==> config.mk <==
export PLATFORM = sky130hd
export DESIGN_NAME = tid_ctrl
export DESIGN_NICKNAME = d
export VERILOG_FILES = /design/src/hdl/tid_pkg.sv /design/src/hdl/tid_ctrl.sv
export SDC_FILE = /design/constraint.sdc
export NUM_CORES = 1
export LEC_CHECK = 0
export BUFFER_PORTS_ARGS = -buffer_cell sky130_fd_sc_hd__clkbuf_2
export CELL_PAD_IN_SITES_DETAIL_PLACEMENT = 0
export CELL_PAD_IN_SITES_GLOBAL_PLACEMENT = 1
export CORE_UTILIZATION = 28
export CTS_CLUSTER_SIZE = 12
export DETAILED_ROUTE_END_ITERATION = 10
export GPL_ROUTABILITY_DRIVEN = 0
export HOLD_SLACK_MARGIN = 0.08
export PLACE_DENSITY_LB_ADDON = 0.1
export SLEW_MARGIN = 10
export SYNTH_ARGS = -nofsm -noshare
export SYNTH_HDL_FRONTEND = slang
export SYNTH_SLANG_ARGS = --single-unit
==> constraint.sdc <==
create_clock -name clk -period 1.4 [get_ports clk]
set_input_delay 0 -clock clk [delete_from_list [all_inputs] [get_ports clk]]
set_output_delay 0 -clock clk [all_outputs]
set_load 0.03 [all_outputs]
==> src/hdl/tid_pkg.sv <==
// Shared types and constants for the tagged indexed deque.
// Used by the controller, the datapath and the top level.
`default_nettype none
package tid_pkg;

	typedef enum logic [3:0] {
		ACT_PUSH_BACK  = 4'd0,
		ACT_PUSH_FRONT = 4'd1,
		ACT_POP_FRONT  = 4'd2,
		ACT_POP_BACK   = 4'd3,
		ACT_PEEK_FRONT = 4'd4,
		ACT_PEEK_BACK  = 4'd5,
		ACT_GET_AT     = 4'd6,
		ACT_INSERT_AT  = 4'd7,
		ACT_REMOVE_AT  = 4'd8,
		ACT_REVERSE    = 4'd9,
		ACT_FIND       = 4'd10,
		ACT_CLEAR      = 4'd11
	} action_t;

	localparam logic [2:0] ST_OK       = 3'd0;
	localparam logic [2:0] ST_EMPTY    = 3'd1;
	localparam logic [2:0] ST_RANGE    = 3'd2;
	localparam logic [2:0] ST_FULL     = 3'd3;
	localparam logic [2:0] ST_NOTFOUND = 3'd4;

	localparam int TAG_W = 15;
	localparam int VAL_W = 64;

	typedef enum logic [3:0] {
		S_IDLE,
		S_DECODE,
		S_READ,
		S_SHIFT_RD,
		S_SHIFT_WR,
		S_REV_RD_A,
		S_REV_RD_B,
		S_REV_WR,
		S_REV_WR2,
		S_FIND_RD,
		S_FIND_CMP,
		S_DONE
	} state_t;

	// Commands from the controller to the datapath.
	typedef struct packed {
		logic latch_in;     // capture the input transaction
		logic set_plan;     // work out the walk for this action
		logic rd_a;         // read the memory at walk pointer a
		logic rd_b;         // read the memory at walk pointer b
		logic hold_a;       // keep read data as entry a
		logic wr_shift;     // write the shifted entry
		logic wr_rev;       // write the swap pair, one per cycle
		logic rev_second;   // second half of a swap write
		logic step;         // advance the walk
		logic cmp;          // compare read data for find
		logic commit;       // update pointers and build the result
		logic take_result;  // capture the result read
	} cmd_t;

	// Status from the datapath to the controller.
	typedef struct packed {
		logic       need_read;  // end read or indexed read
		logic       shift;      // insert or remove walk
		logic       reverse;
		logic       find;
		logic       walk_done;
		logic       hit;
		logic       remove_read;
	} stat_t;

endpackage
`default_nettype wire

==> src/hdl/tid_ctrl.sv <==
// Controller of the tagged indexed deque: sequences each action.
// Depends on tid_pkg.
`default_nettype none
module tid_ctrl
	import tid_pkg::*;
(
	input  wire logic  clk,
	input  wire logic  arst_n,
	input  wire logic  in_valid,
	output logic       in_ready,
	output logic       out_valid,
	input  wire logic  out_ready,
	input  wire stat_t st,
	output cmd_t       cmd
);

	state_t state_q, state_d;
	logic   out_valid_q, out_valid_d;

	// State register and output valid flag.
	always_ff @(posedge clk or negedge arst_n) begin
		if (!arst_n) begin
			state_q     <= S_IDLE;
			out_valid_q <= 1'b0;
		end else begin
			state_q     <= state_d;
			out_valid_q <= out_valid_d;
		end
	end

	assign out_valid = out_valid_q;
	// A new transaction may start while the previous result waits, since the
	// result sits in its own register; it must have gone before commit.
	assign in_ready = (state_q == S_IDLE);

	// Next state and commands.
	always_comb begin
		state_d     = state_q;
		cmd         = '0;
		out_valid_d = out_valid_q && !out_ready;
		case (state_q)
			S_IDLE: begin
				if (in_valid) begin
					cmd.latch_in = 1'b1;
					state_d      = S_DECODE;
				end
			end
			S_DECODE: begin
				cmd.set_plan = 1'b1;
				if (st.need_read || st.remove_read) begin
					cmd.rd_a = 1'b1;
					state_d  = S_READ;
				end else if (st.shift) begin
					state_d = S_SHIFT_RD;
				end else if (st.reverse) begin
					state_d = S_REV_RD_A;
				end else if (st.find) begin
					state_d = S_FIND_RD;
				end else begin
					state_d = S_DONE;
				end
			end
			S_READ: begin
				cmd.take_result = 1'b1;
				state_d = st.shift ? S_SHIFT_RD : S_DONE;
			end
			S_SHIFT_RD: begin
				if (st.walk_done) begin
					state_d = S_DONE;
				end else begin
					cmd.rd_a = 1'b1;
					state_d  = S_SHIFT_WR;
				end
			end
			S_SHIFT_WR: begin
				cmd.wr_shift = 1'b1;
				cmd.step     = 1'b1;
				state_d      = S_SHIFT_RD;
			end
			S_REV_RD_A: begin
				if (st.walk_done) begin
					state_d = S_DONE;
				end else begin
					cmd.rd_a = 1'b1;
					state_d  = S_REV_RD_B;
				end
			end
			S_REV_RD_B: begin
				cmd.hold_a = 1'b1;
				cmd.rd_b   = 1'b1;
				state_d    = S_REV_WR;
			end
			// Entry b goes to position a first, then the held entry a to b.
			S_REV_WR: begin
				cmd.wr_rev = 1'b1;
				state_d    = S_REV_WR2;
			end
			S_REV_WR2: begin
				cmd.wr_rev     = 1'b1;
				cmd.rev_second = 1'b1;
				cmd.step       = 1'b1;
				state_d        = S_REV_RD_A;
			end
			S_FIND_RD: begin
				if (st.walk_done) begin
					state_d = S_DONE;
				end else begin
					cmd.rd_a = 1'b1;
					state_d  = S_FIND_CMP;
				end
			end
			S_FIND_CMP: begin
				cmd.cmp = 1'b1;
				if (st.hit) begin
					state_d = S_DONE;
				end else begin
					cmd.step = 1'b1;
					state_d  = S_FIND_RD;
				end
			end
			S_DONE: begin
				if (!out_valid_q || out_ready) begin
					cmd.commit  = 1'b1;
					out_valid_d = 1'b1;
					state_d     = S_IDLE;
				end
			end
			default: state_d = S_IDLE;
		endcase
	end

endmodule
`default_nettype wire

# Word level (Yosys, flattened, before mapping)
# Cells that the tools add are included.
# totals
reg_bits	5
output_inout_bits	14
wordCells	55
# op_classes
n_eq_ne	13
mux	30
n_reduce_logical	10
# ops
cell	count
$pmux 4 s12	1
$mux 4	8
$eq 4x3->1 const B	4
$eq 4x4->1 const B	4
$mux 1	16
$eq 4x2->1 const B	2
$mux 2	3
$eq 4x1->1 const B	1
$logic_not 4->1	1
$ne 2x2->1 const B	2
$pmux 1 s2	2
$reduce_or 2->1	2
$reduce_or 3->1	1
$logic_not 1->1	2
$logic_or 1x1->1	2
$reduce_and 2->1	1
$logic_and 1x1->1	1

# Depth between registers and ports, before layout
# Gate-level depths: netlist of the first run.
# depth
ltp_word	5
mapped_depth	6
mapped_depth_nobuf	4

# Least setup slack after synthesis of the first run
# OpenSTA, ideal clock, no wires.
# synth_timing
path_kind	register to register
start	register state_q[0]
end	register state_q[3]
arrival_ns	1.720
required_ns	1.310
path_slack_ns	-0.410
stages_incl_launch_ff	6
n_path_buf	1
path_cell_list	dfrtp_1 -> buf_4 -> nand2b_1 -> nor3_1 -> o21ba_1 -> o221ai_1
# synth_via
elab_chain_len	3
# synth_rtl
element	line	rtl
start, declared	tid_ctrl.sv:17	state_t state_q, state_d;
start signal, assigned	tid_ctrl.sv:26	state_q <= state_d;
$eq 4x4->1 / $logic_not 4->1 (equally long branches)	tid_ctrl.sv:41	case (state_q)
$ne 2x2->1 (no line)	n/a	
$reduce_and 2->1 (no line)	n/a	
# Parallel ways exist; a longest one is shown, timed or not.
# A chain may end at the register's enable or synchronous reset.

==> results.md, run 1 <==
- # Max-Cap Violations: 0
- Setup ws final: -134 ps
- Die area: approximately 0.0022 sq mm
- PD cells: about 2300 mW/mm^2
- Final Skew: 2.04 ps
- CP arrival: ~1500 ps
- Worst Path Required: 1400 ps
- Initial DRT Pass Iterations: 4
- Sequential Area: 130 sq um
- Final Hold Violating Endpoints: 0
- Vias/cell: 5.06
- CTS Sinks: 5
- Slew HR: 0.784
- Crit-path max cell delay: 450 ps
- Final ANT Viol Nets: 0
- Netlist cell types: 33
- PortBufs: 24
- Placed Area: 835 sq um
- Slowest CP cell: dfrtp_2
- Min cycle time layout: 1530 ps
- Setup_tns: -881 ps
- Layout cells sized above 1: 0.734
- Crit-path cells: nand2b_4 -> or3_4 -> inv_4 -> a211o_4 -> buf_8
- Status: finished with violations
- DRC violations left: 0
- Vias in the first global route: slightly above 700
- Total congestion overflow: 0
- CTS Buffer Depth: 2
- Worst slew pin tran: 321 ps
- Fill cells: 142
- Slew Limit Fails: 0
- Dominant cell type by area after synthesis: dfrtp_1
- CP Class: flop to output pin
- Largest net degree at the start of global routing: 8
- Die width: 46.7 um
- Die height: roughly 47 um
- Critical path capture point type: output pin
- Mapped Area: 561 sq um
- Setup violations, final: 16
- Synth top area share: 0.223
- Leakage: 0.559 nW
- Core area: 0.00180 sq mm
- Critical Path Start Type: flop
- N_diodes: 0
- Violated checks: setup timing
- Area of the multi-input gates: 558 sq um
- Mapped Cells: 71
- DP Worst Slack: -94.6 ps
- Initial antenna violation count: 0
- Fmax achieved: around 0.65 GHz
- TritonCTS Buffers: 3
- Gr usage total: 0.207
- VDD IR-drop max: 0.00149 V
- Dpl hpwl: 1290 um
- Post-synth ARST share: 1.00
- Post-synth top cells: nor2_1 (9), nor3_1 (7), dfrtp_1 (5)
- CTS tree: done
- Clock Latency Late Sink: 240 ps
- First-pass GRT wire length: 3250 um
- Cell with the most instances after synthesis: nor2_1
- Number of synthesized flops with an enable pin: 0
- Routed WL per cell: around 14 um
- Final Core Density: 0.691
- Site Rows: 15
- Design area: 0.00124 sq mm
- RSZ-0062 raised after global routing: yes
- Sequential area share after synthesis: 0.223
- Worst-path fanout max: 6
- Period Utilization, post-route: 1.10
- Synthesized Nets: around 80
- Yosys reg bits: 5
- Clock Tree Root: clkbuf_4
- Vias: between 700 and 800
- Initial DRC count: 17
- Total Wirelength: 2140 um
- Synth warn: 0
- Synth Flop Type: dfrtp_1
- IO Pins: 25
- Min Hold Slack: 115 ps
- Syn avg cell area: between 7 and 8 sq um
- H-tree lvl count: 1
- CTS clk-pin slew, worst paths: 40 ps
- Path category of the worst min-delay check: primary input to async pin
- Synth area leaders: dfrtp_1 (22%), buf_6 (8.0%), nor3_1 (6.3%)
- Nets: between 100 and 150
- Initial Util: 0.311
- Layout area overhead: 122%
[layout by cell type, fill, tap and decap left out, types with 3 or more instances in the layout]
cell      count
nand2b_1      3
buf_8         4
dfrtp_2       4
clkbuf_4      4
nand2_1       3
nor3_4        3
inv_1         3
nor2_1        5
buf_6         6
buf_4        26
clkbuf_2     12
nor2_2        3
clkbuf_8      4
[through the flow]
stage	instances	total power, W
finish	149	0.00288
floorplan	71	0.00138
global placement	133	0.00187
detailed placement	133	0.00187
global route	149	0.00304
CTS	146	0.00261
[layer usage]
metal	wire, um	track usage	vias to the layer above
met2	1040	0.331	34
met1	932	0.281	350
met3	136	0.0462	4
li1	-	-	366
met4	32	0.0571	0
met5	0	0	-
[logic make-up after synthesis]
logic type             count (synthesis)  synth area share
XOR/XNOR                               1            0.0156
AND/OR/NAND/NOR                       35             0.373
flip-flops                             5             0.223
AO/OA/AOI/OAI                         18             0.234
buffers and inverters                 12             0.154
[worst max-delay path: cells and delay by family, from the launching register on]
kind | cells | cell delay [ps]
simple gates | 2 | 570
flops | 1 | 450
buf+inv | 2 | 180
compound gates | 1 | 90
[repair_timing]
| item | 4_1_cts | 5_1_grt |
|---|---|---|
| pin swaps | 6 | 3 |
| gates resized for setup | 50 | 27 |
| endpoints found under the hold margin | 6 | 0 |
| hold buffers | 2 | 0 |
| setup endpoints to repair | 17 | 17 |
| setup buffers | 8 | 3 |
[sequential cells by signal, summed over array words and instances (netlist names)]
signal	cells
out_valid	1
state_q	4
[final timing paths]
kind | slack, ps | to | startpoint | cells after the start
setup / recovery | -130 | cmd[3] | state_q[2]$_DFFE_PN0P_ | 5
hold / removal | 120 | state_q[0]$_DFFE_PN0P_ | arst_n | 2
setup reg to reg | -70 | state_q[3]$_DFFE_PN0P_ | state_q[3]$_DFFE_PN0P_ | 5
hold reg to reg | 620 | out_valid$_DFF_PN0_ | out_valid$_DFF_PN0_ | 2
max in group asynchronous | 1130 | state_q[1]$_DFFE_PN0P_ | arst_n | 2
min in group clk | 130 | state_q[0]$_DFFE_PN0P_ | in_valid | 4
[final cells by class]
| class | instances | area share |
|---|---|---|
| clock buffers | 4 | 0.0211 |
| inverters | 5 | 0.0231 |
| multi-input cells | 54 | 0.448 |
| flip-flops and latches | 5 | 0.105 |
| well taps | 25 | 0.0251 |
| repair buffers | 56 | 0.378 |
[power breakdown]
group / leakage (nW) / internal [W] / switching (W)
logic: 0.486 / 0.00122 / 0.00115
clock network: 0.0150 / 0.000108 / 0.0000571
registers: 0.0584 / 0.000221 / 0.000128
total: 0.559 / 0.00155 / 0.00134
Power figures use the tool's default switching activity.
==> inputs of run 2 (changes only) <==
- CORE_UTILIZATION: 28 -> 31
- clock period: 1.4 -> 1.65 ns (I/O delays scaled with it)
==> results.md, run 2 (same netlist as run 1, synthesis figures left out) <==
- Status: finished clean
- Total Wirelength: 1720 um (-20%)
- Vias/cell: 5.08 (+0.42%)
- Layout area overhead: 57.8%
- Setup violations, final: 0 (-16)
- Buf/Inv on CP: 2 (unchanged)
- CP arrival: 1590 ps (+60 ps)
- N_diodes: 0 (unchanged)
- Gr usage total: 0.184 (-0.0231)
- Crit-path max cell delay: 470 ps (+20 ps)
- Core area: 0.00171 sq mm (-5.2%)
- Total length of routed met3 wires: 97 um (-29%)
- CTS clk-pin slew, worst paths: 50 ps (about the same)
- Worst Path Required: 1650 ps (+250 ps)
- Fmax achieved: 0.628 GHz
- Period Utilization, post-route: 0.966
- Nets: 122 (-10%)
- Vias in the first global route: 558 (-23%)
- First-pass GRT wire length: 2630 um (-19%)
- Routed WL per cell: 12.7 um (-11%)
- Crit path max-delay family: flip-flops
- Area of the multi-input gates: 399 sq um (-28%)
- Critical path capture point type: output pin
- H-tree lvl count: 1 (unchanged)
- Path category of the worst min-delay check: primary input to async pin
- Worst slew pin tran: 340 ps (+18.9 ps)
- VDD IR-drop max: 0.000951 V (-36%)
- Final Hold Violating Endpoints: 0 (unchanged)
- CTS Buffer Depth: 2 (unchanged)
- Clock Latency Late Sink: 250 ps (about the same)
- PD cells: 2000 mW/mm^2 (-14%)
- Slew HR: 0.767 (-0.0168)
- Max reg flops: 4 (unchanged)
- Largest register by flop count: state_q
- Total power draw: 0.00177 W (-39%)
- CTS Sinks: 5 (unchanged)
- Die height: 44.5 um (-4.7%)
- Leading cell type in the layout, fill and taps excluded: clkbuf_2
- # Max-Cap Violations: 0 (unchanged)
- Slowest CP cell: dfrtp_2
- DRC violations left: 0 (unchanged)
- Initial antenna violation count: 0 (unchanged)
- Final ANT Viol Nets: 0 (unchanged)
- TritonCTS Buffers: 3 (unchanged)
- Vias: 686 (-9.0%)
- Final Skew: 3.03 ps (+0.990 ps)
- Initial Util: 0.328 (+0.0171)
- Site Rows: 15 (unchanged)
- Initial DRT Pass Iterations: 4 (unchanged)
- Wire length on met2: 832 um (-20%)
- Worst-path fanout max: 8 (+2)
- IO Pins: 25 (unchanged)
- CTS tree: done
- CP Class: flop to output pin
- Layout cells sized above 1: 0.545 (-0.188)
- Leakage: 0.428 nW (-23%)
- Total congestion overflow: 0 (unchanged)
- Fill cells: 185 (+30%)
- Dpl hpwl: 1220 um (-5.7%)
- Initial DRC count: 21 (+4)
- Post-Route M1 WL: 775 um (-17%)
- Max Used Layer: met4
- Largest net degree at the start of global routing: 15 (+7)
- Clock Tree Root: clkbuf_4
- Sequential Area: 130 sq um (unchanged)
- Min Hold Slack: 97.3 ps (-18.1 ps)
- Die width: 44.5 um (-4.7%)
- PortBufs: 24 (unchanged)
- Slew Limit Fails: 0 (unchanged)
- Critical Path Start Type: flop
- Die area: 0.00198 sq mm (-9.3%)
- Most frequent cells in the layout: clkbuf_2 (22), buf_4 (15), nor2_1 (9), nor3_1 (5)
- Crit-path cells: buf_12 -> nand2b_1 -> nor2_1 -> a211o_1 -> buf_6
- Min cycle time layout: roughly 1600 ps
-- run 2: changes by cell type in the layout (fill, tap and decap cells not counted), moves of 3 or more --
cell | before | now
buf_6 | 6 | 1
clkbuf_8 | 4 | 0
nor2_1 | 5 | 9
nor3_4 | 3 | 0
buf_8 | 4 | 0
buf_4 | 26 | 15
nor2_2 | 3 | 0
nor3_1 | 2 | 5
clkbuf_2 | 12 | 22
-- run 2: layout make-up --
type,instances,share of cell area
multi-input cells,54,0.451
repair buffers,42,0.315
flip-flops and latches,5,0.147
well taps,25,0.0354
clock buffers,4,0.0297
inverters,5,0.0212
-- run 2: power by group --
group	switching [W]	internal, W
logic	0.000717	0.000603
registers	0.000112	0.000187
clock network	0.0000611	0.0000921
-- run 2: path summary, 6_finish.rpt --
path,startpoint,end,slack (ps),cells past startpoint
min,arst_n,state_q[0]$_DFFE_PN0P_,100,2
min reg2reg,out_valid$_DFF_PN0_,out_valid$_DFF_PN0_,610,2
max in group asynchronous,arst_n,state_q[3]$_DFFE_PN0P_,1400,2
max,state_q[1]$_DFFE_PN0P_,cmd[3],60,5
max reg2reg,state_q[2]$_DFFE_PN0P_,state_q[3]$_DFFE_PN0P_,120,6
min in group clk,in_valid,state_q[0]$_DFFE_PN0P_,110,4
-- run 2: what timing repair did --
| action | 4_1_cts | 5_1_grt |
|---|---|---|
| buffers inserted | 1 | 5 |
| pin swaps | 0 | 1 |
| endpoints found under the setup margin | 7 | 7 |
| gates resized for setup | 6 | 8 |
| hold buffers | 2 | 0 |
| hold endpoints to repair | 6 | 0 |
-- run 2: through the flow --
step | cells | util | area [sq um] | TNS, ps | worst slack (ps)
6_report | 135 | 0.518 | 885 | 0 | 56.4
5_1_grt | 135 | 0.518 | 885 | -3.45 | -3.45
4_1_cts | 130 | 0.473 | 807 | 0 | 8.34
3_5_place_dp | 123 | 0.432 | 738 | 0 | 79.3
3_3_place_gp | 123 | 0.432 | 738 | 0 | 60.2
2_1_floorplan | 71 | - | 579 | 0 | 88.3
-- run 2: metal layers --
layer  vias to the layer above  global-route usage
met5                         -                   0
met4                         0              0.0727
met3                         4              0.0531
met2                        18               0.274
met1                       327               0.248
li1                        337                   -
==> inputs of run 3 (changes only) <==
- MAX_ROUTING_LAYER: not set -> met4
==> results.md, run 3 (same netlist as run 1, synthesis figures left out) <==
- Largest net degree at the start of global routing: 15 (unchanged)
- N_diodes: 0 (unchanged)
- VDD IR-drop max: 0.000962 V (+1.2%)
- Most frequent cells in the layout: clkbuf_2 (22), buf_4 (13), nor2_1 (8), nor3_1 (5)
- Nets: 121 (-0.82%)
- Initial antenna violation count: 0 (unchanged)
- Vias/cell: 5.10 (+0.45%)
- Routed WL per cell: 12.6 um (-1.1%)
- Worst Path Required: 1650 ps (about the same)
- Min Hold Slack: 98.0 ps (+0.656 ps)
- Clock Tree Root: clkbuf_4
- Clock Latency Late Sink: 250 ps (about the same)
- Design area: 882 sq um (-0.28%)
- Final Hold Violating Endpoints: 0 (unchanged)
- Crit-path cells: buf_12 -> nand2b_1 -> nor2_2 -> a211o_1 -> buf_6
- Core area: 0.00171 sq mm (unchanged)
- Die width: 44.5 um (unchanged)
- Min cycle time layout: 1570 ps (-23.8 ps)
- Setup ws final: 80.1 ps (+23.8 ps)
- Status: finished clean
- Slew Limit Fails: 0 (unchanged)
- Max reg flops: 4 (unchanged)
- RSZ-0062 raised after global routing: no
- # Max-Cap Violations: 0 (unchanged)
- Critical Path Start Type: flop
- PortBufs: 24 (unchanged)
- Critical path capture point type: output pin
- Vias: 684 (-0.29%)
- Placed Area: 738 sq um (unchanged)
- Setup violations, final: 0 (unchanged)
- Fmax achieved: 0.637 GHz (+1.5%)
- First-pass GRT wire length: 2630 um (unchanged)
- Vias in the first global route: 558 (unchanged)
- PD cells: 2000 mW/mm^2 (-0.23%)
- Crit-path max cell delay: 470 ps (about the same)
- Period Utilization, post-route: 0.951 (-0.0144)
- DRC violations left: 0 (unchanged)
- Leading cell type in the layout, fill and taps excluded: clkbuf_2
- TritonCTS Buffers: 3 (unchanged)
- Initial DRC count: 16 (-24%)
- Gr usage total: 0.189 (+0.00556)
- Layout cells sized above 1: 0.541 (-0.00417)
- CP arrival: 1570 ps (-20 ps)
- H-tree lvl count: 1 (unchanged)
- CTS clk-pin slew, worst paths: 40 ps (about the same)
- DP Cell Count: 123 (unchanged)
- CTS tree: done
- RR Startpoint: state_q[2]$_DFFE_PN0P_
- Die height: 44.5 um (unchanged)
- Die area: 0.00198 sq mm (unchanged)
- Site Rows: 15 (unchanged)
- CTS Buffer Depth: 2 (unchanged)
- Setup_tns: 0 ps (unchanged)
- CP Class: flop to output pin
- Total congestion overflow: 0 (unchanged)
- Total Wirelength: 1690 um (-1.8%)
- IO Pins: 25 (unchanged)
- Largest register by flop count: state_q
- Worst slew pin tran: 406 ps (+65.5 ps)
- Slowest CP cell: dfrtp_2
- Initial DRT Pass Iterations: 4 (unchanged)
- DP Worst Slack: 79.3 ps (unchanged)
- Final Non-Filler Cells: 134 (-0.74%)
- Critical path origin: state_q[1]$_DFFE_PN0P_
- Worst-path fanout max: 8 (unchanged)
- Final ANT Viol Nets: 0 (unchanged)
- Dpl hpwl: 1220 um (unchanged)
- Final Skew: 1.53 ps (-1.50 ps)
- CTS Sinks: 5 (unchanged)
- Layout area overhead: 57.4%
- Path category of the worst min-delay check: primary input to async pin
- Leakage: 0.426 nW (-0.65%)
- Initial Util: 0.328 (unchanged)
- Slew HR: 0.722 (-0.0448)
run 3: timing repair:
action,in CTS,in global routing
buffers inserted,1,4
hold buffers,2,0
endpoints found under the hold margin,6,0
cloned,0,0
resized for setup,6,9
pin swaps,0,1
setup endpoints to repair,7,7
run 3: metrics by stage:
stage                     power [W]  utilization
after global placement      0.00139        0.432
after floorplan             0.00113            -
final                       0.00176        0.516
after global routing        0.00189        0.516
after CTS                   0.00158        0.473
after detailed placement    0.00138        0.432
run 3: where the power goes:
part / switching, W / total, W / internal (W)
Clock: 0.0000554 / 0.000147 / 0.0000918
Combinational: 0.000719 / 0.00132 / 0.000597
Sequential: 0.000116 / 0.000300 / 0.000185
run 3: area by class of cell:
class                      count  area, sq um
fill                         183          826
clock buffer                   4         26.3
timing repair buffer          41          275
inverter                       5         18.8
multi-input combinational     54          402
tap                           25         31.3
sequential                     5          129
run 3: critical path: cells and delay by family, from the launching register on:
kind	cells	cell delay, ps
AND/OR/NAND/NOR	2	230
AO/OA/AOI/OAI	1	310
flip-flops	1	470
buffers and inverters	2	310
run 3: worst paths after layout:
path                       slack (ps)  cells after the start                     end
max                                80                      5                  cmd[3]
min                               100                      2     out_valid$_DFF_PN0_
max reg2reg                       130                      6  state_q[3]$_DFFE_PN0P_
min reg2reg                       610                      2     out_valid$_DFF_PN0_
max in group asynchronous        1410                      2  state_q[2]$_DFFE_PN0P_
min in group clk                  100                      3  state_q[2]$_DFFE_PN0P_
run 3: routing by layer:
metal / GRT usage / wire length (um) / share of wire
met1: 0.246 / 791 / 0.47
met2: 0.276 / 792 / 0.47
met3: 0.0531 / 90 / 0.053
met4: 0.0727 / 17 / 0.010
met5: - / 0 / 0
